[config.mk]
export PLATFORM = sky130hd
export DESIGN_NAME = mpmc_front
export DESIGN_NICKNAME = d
export VERILOG_FILES = /design/src/rtl/mpmc_pkg.sv /design/src/rtl/mpmc_front.sv
export SDC_FILE = /design/constraint.sdc
export NUM_CORES = 1
export LEC_CHECK = 0
export BUFFER_PORTS_ARGS = -buffer_cell sky130_fd_sc_hd__clkbuf_2
export CORE_MARGIN = 8
export CORE_UTILIZATION = 50
export CTS_CLUSTER_SIZE = 24
export DETAILED_ROUTE_END_ITERATION = 16
export PLACE_DENSITY_LB_ADDON = 0.3
export SYNTH_ARGS = -nofsm -noshare
export SYNTH_HDL_FRONTEND = slang
export SYNTH_SLANG_ARGS = --single-unit
[constraint.sdc]
create_clock -name clk -period 1.8 [get_ports clk]
set_input_delay 0.18 -clock clk [delete_from_list [all_inputs] [get_ports clk]]
set_output_delay 0.18 -clock clk [all_outputs]
set_load 0.02 [all_outputs]
[src/rtl/mpmc_pkg.sv]
// Shared types and constants for the multi-pattern match counter.
// Holds trie sizes, item kind codes, the command struct and the row address helper.
// No dependencies.
`default_nettype none
package mpmc_pkg;

  localparam int NODES      = 2048;
  localparam int NODE_W     = 11;
  localparam int ALPHA      = 26;
  localparam int GOTO_DEPTH = NODES * ALPHA;
  localparam int GIDX_W     = 16;
  localparam int MAX_PAT    = 32;
  localparam int MAX_LEN    = 64;
  localparam int LEN_W      = 7;
  localparam int CNT_W      = 24;
  localparam int PTR_W      = 12;

  localparam logic [2:0] KIND_LOAD   = 3'd0;
  localparam logic [2:0] KIND_BUILD  = 3'd1;
  localparam logic [2:0] KIND_SCAN   = 3'd2;
  localparam logic [2:0] KIND_REPORT = 3'd3;
  localparam logic [2:0] KIND_CLEAR  = 3'd4;

  localparam logic RES_COUNT = 1'b0;
  localparam logic RES_ID    = 1'b1;

  typedef enum logic [2:0] {
    OP_LOAD,
    OP_BUILD,
    OP_SCAN,
    OP_REPORT,
    OP_CLEAR
  } op_t;

  typedef struct packed {
    op_t        op;
    logic [4:0] symbol;
    logic [5:0] pattern_id;
    logic       last_symbol;
    logic       sym_ok;
  } cmd_t;

  // Start of a node's row in the flat transition memory: node * 26.
  function automatic logic [GIDX_W-1:0] row_base(input logic [NODE_W-1:0] n);
    logic [GIDX_W-1:0] w;
    w = GIDX_W'(n);
    return (w << 4) + (w << 3) + (w << 1);
  endfunction

endpackage
`default_nettype wire

[src/rtl/mpmc_front.sv]
// Front end: accepts stream items, classifies them and queues commands.
// Depends on mpmc_pkg. Feeds mpmc_engine through a two-entry queue.
`default_nettype none
module mpmc_front (
  input  wire                 clk,
  input  wire                 rst,
  input  wire                 s_tvalid,
  output logic                s_tready,
  input  wire  [15:0]         s_tdata,   // symbol[4:0], pattern_id[10:5], zero pad
  input  wire  [2:0]          s_tuser,   // kind[2:0]
  input  wire                 s_tlast,   // last_symbol
  output logic                cmd_valid,
  output mpmc_pkg::cmd_t      cmd,
  input  wire                 cmd_pop
);
  import mpmc_pkg::*;

  cmd_t       slot [2];
  logic       wp;
  logic       rp;
  logic [1:0] fill;
  cmd_t       incoming;
  logic       known;
  logic       push;

  always_comb begin
    incoming.symbol      = s_tdata[4:0];
    incoming.pattern_id  = s_tdata[10:5];
    incoming.last_symbol = s_tlast;
    incoming.sym_ok      = (s_tdata[4:0] < 5'(ALPHA));
    known                = 1'b1;
    case (s_tuser)
      KIND_LOAD:   incoming.op = OP_LOAD;
      KIND_BUILD:  incoming.op = OP_BUILD;
      KIND_SCAN:   incoming.op = OP_SCAN;
      KIND_REPORT: incoming.op = OP_REPORT;
      KIND_CLEAR:  incoming.op = OP_CLEAR;
      default: begin
        incoming.op = OP_LOAD;
        known       = 1'b0;
      end
    endcase
  end

  assign s_tready  = (fill != 2'd2);
  // drop unknown kinds at the door
  assign push      = s_tvalid && s_tready && known;
  assign cmd_valid = (fill != 2'd0);
  assign cmd       = slot[rp];

  always_ff @(posedge clk) begin
    if (push) begin
      slot[wp] <= incoming;
    end
  end

  always_ff @(posedge clk) begin
    if (rst) begin
      wp   <= 1'b0;
      rp   <= 1'b0;
      fill <= 2'd0;
    end else begin
      if (push) begin
        wp <= ~wp;
      end
      if (cmd_pop) begin
        rp <= ~rp;
      end
      fill <= fill + 2'(push) - 2'(cmd_pop);
    end
  end

endmodule
`default_nettype wire

==> impl_metrics.toml <==
[outcome]
status = "finished, final reports clean"

[die]
rows = 19
fp.coreArea_um2 = 2730
pin_count = 42
dieArea_um2 = 4830
dieWidth_um = 69.5
initial_utilization_pct = 52.4
dieHeight_um = 69.5

[synth]
synthFlopType = "edfxtp_1"
synth_top_area_share_pct = 67.1
ys_ff_latch = 37
yosys_warnings = 0
yosys.area.top_type = "edfxtp_1"
syn_area_per_cell_um2 = 17.9
synth-edff-count = 32
netlist_instances = 80
ys_types = 19
syn_area_um2 = 1430
yosysMostFrequentCell = "edfxtp_1"
ys_async_sr_fraction_pct = 0
ys_seq_area_share_pct = 74.1
yosys-top-cells-count = "32 x edfxtp_1, 16 x mux2_2, 7 x nor2_1, 5 x dfxtp_1, 3 x nor2b_1"
synth_top_cells_by_area = "edfxtp_1 67%, mux2_2 13%, dfxtp_1 7.0%, nor2_1 1.8%, ha_1 1.7%"
synth_nets = 106

[clocking]
cts_sinks = 37
htreeDepth = 2
clockBufferDepth = 2
clock_latency_ps = 330
cts_root_buf = "clkbuf_4"
cts_hold_buf = 0
cts_tree = "yes"
post-cts-setup-buffers = 0
cts_buffers = 5
clk_pin_slew_ps = 100

[detailed_routing]
drtPass1Iterations = 4
wl_per_cell_um = 15.6
vias_per_cell = 5.05
drtIter0Drc = 37
drt_wl_total_um = 2470
dr_total_vias = 798
drcViolationCount = 0
detail-route-antenna-nets = 0

[pwr]
combinationalPowerShare_pct = 16.9
p_sw_mw = 0.458
seqPwrFrac_pct = 54.2
clockPowerShare_pct = 28.9
p_per_area_nw_per_um2 = 1080
power_mw = 1.88
vdd_drop_max_uv = 900
p_int_mw = 1.43
p_leak_nw = 0.689
power_switching_share_pct = 24.3

[layout]
antennaDiodeCount = 0
drive_above_1_share_pct = 53.5
nets = 152
area_delta_synth_final_pct = 21.7

[grt]
busiest_layer = "met2"
grt_pass1_wl_um = 4080
grt_max_degree = 17
grtUsageTotal_pct = 10.7
grt_pass1_vias = 856
globalRouteOverflowTotal = 0
grt_use_met1_pct = 10.8
grt_util_met2_pct = 18.2
use_met3_pct = 6.15
antenna_found_initial = 0

[timing]
period_share_pct = 92.5
holdWs_ps = 35.3
skew_ps = 6.49
slew_violations = 0
final_hold_viol_count = 0
worst_pin_slew_ps = 266
max_freq_mhz = 601
min_period_ps = 1660
fin_ws_ps = 135
max_slew_margin_pct = 82.3
finalSetupViolations = 0
rsz0062_at_grt = "false"
finalSetupTns_ps = 0

[setup_path]
startpoint_type = "register"
cp_max_fo = 4
crit_type = "reg -> reg"
critPathRequiredTime_ps = 2050
cp.arrival_ps = 1920
worst_setup_path_end_kind = "register"

[place]
place_ws_ps = 129
detailed_place_hpwl_um = 1840
place.gp.congestion = 0.671
port_buffers = 36

[min_path]
holdCritPathClass = "in -> reg"

[job]
maxCapViolations = 0
[layout by cell type (no fill, tap or decap), types with 2 or more instances in the layout]
cell	Yosys	final
clkbuf_2	0	36
edfxtp_1	32	32
mux2_2	16	16
nor2_1	7	7
clkbuf_4	0	5
buf_4	0	5
dfxtp_1	5	4
nor2b_1	3	3
inv_1	2	2
ha_1	2	2
[worst max-delay path, cell delays in order, from the launching register on]
cell	delay (ps)
dfxtp_2	350
nand2b_1	150
nand3_2	140
ha_1	300
inv_1	40
ha_1	180
xor2_1	150
and2_1	150
nor3_1	120
[flip-flops by register name, summed over array words and instances, names as in the netlist, named ones only]
signal / count
fill: 2
wp: 1
slot: 32
rp: 1
[stage by stage]
stage,util [%],instances,area (µm²)
4_1_cts,63.7,158,1740
6_report,63.7,158,1740
5_1_grt,63.7,158,1740
3_3_place_gp,60.9,150,1670
2_1_floorplan,-,80,1430
3_5_place_dp,60.9,150,1670
[final timing paths]
kind	startpoint	to	slack, ps	depth (start not counted)
max reg2reg	fill[0]	fill[1]	140	8
min reg2reg	rp	register	520	2
max	fill[0]	fill[1]	140	8
min	s_tlast	slot[0][1]	40	1
[per-layer routing]
| layer | vias to the layer above | wire (µm) |
|---|---|---|
| li1 | 390 | - |
| met1 | 382 | 971 |
| met2 | 24 | 1300 |
| met3 | 2 | 178 |
| met4 | 0 | 22 |
| met5 | - | 0 |
[area by class of cell]
| cell class | instances | area (µm²) |
|---|---|---|
| clock buffer | 6 | 41.3 |
| clock inverter | 2 | 33.8 |
| fill | 209 | 992 |
| inverter | 2 | 7.51 |
| multi-input combinational | 39 | 340 |
| sequential | 37 | 1060 |
| tap | 31 | 38.8 |
| timing repair buffer | 41 | 218 |
[power groups by stage]
stage               logic (mW)  clock network [mW]  registers (mW)
finish                   0.318               0.543            1.02
floorplan                0.215                   0            1.03
global placement         0.315                   0            1.04
detailed placement       0.325                   0            1.04
global route             0.349               0.602            1.03
CTS                      0.327               0.564            1.02
[logic make-up after synthesis]
kind of cell	count (synthesis)	share of synthesized area, %
compound gates	2	1.14
simple gates	16	6.03
mux	17	13.6
buf+inv	4	2.10
flops	37	74.1
xor+xnor	2	1.22
fa+ha+maj	2	1.75
[repair_timing]
item | in CTS | in global routing
hold endpoints to repair | 0 | 0
gates resized for setup | 0 | 1
endpoints found under the setup margin | 0 | 1
Note: power is estimated with default switching activity, not from simulation.
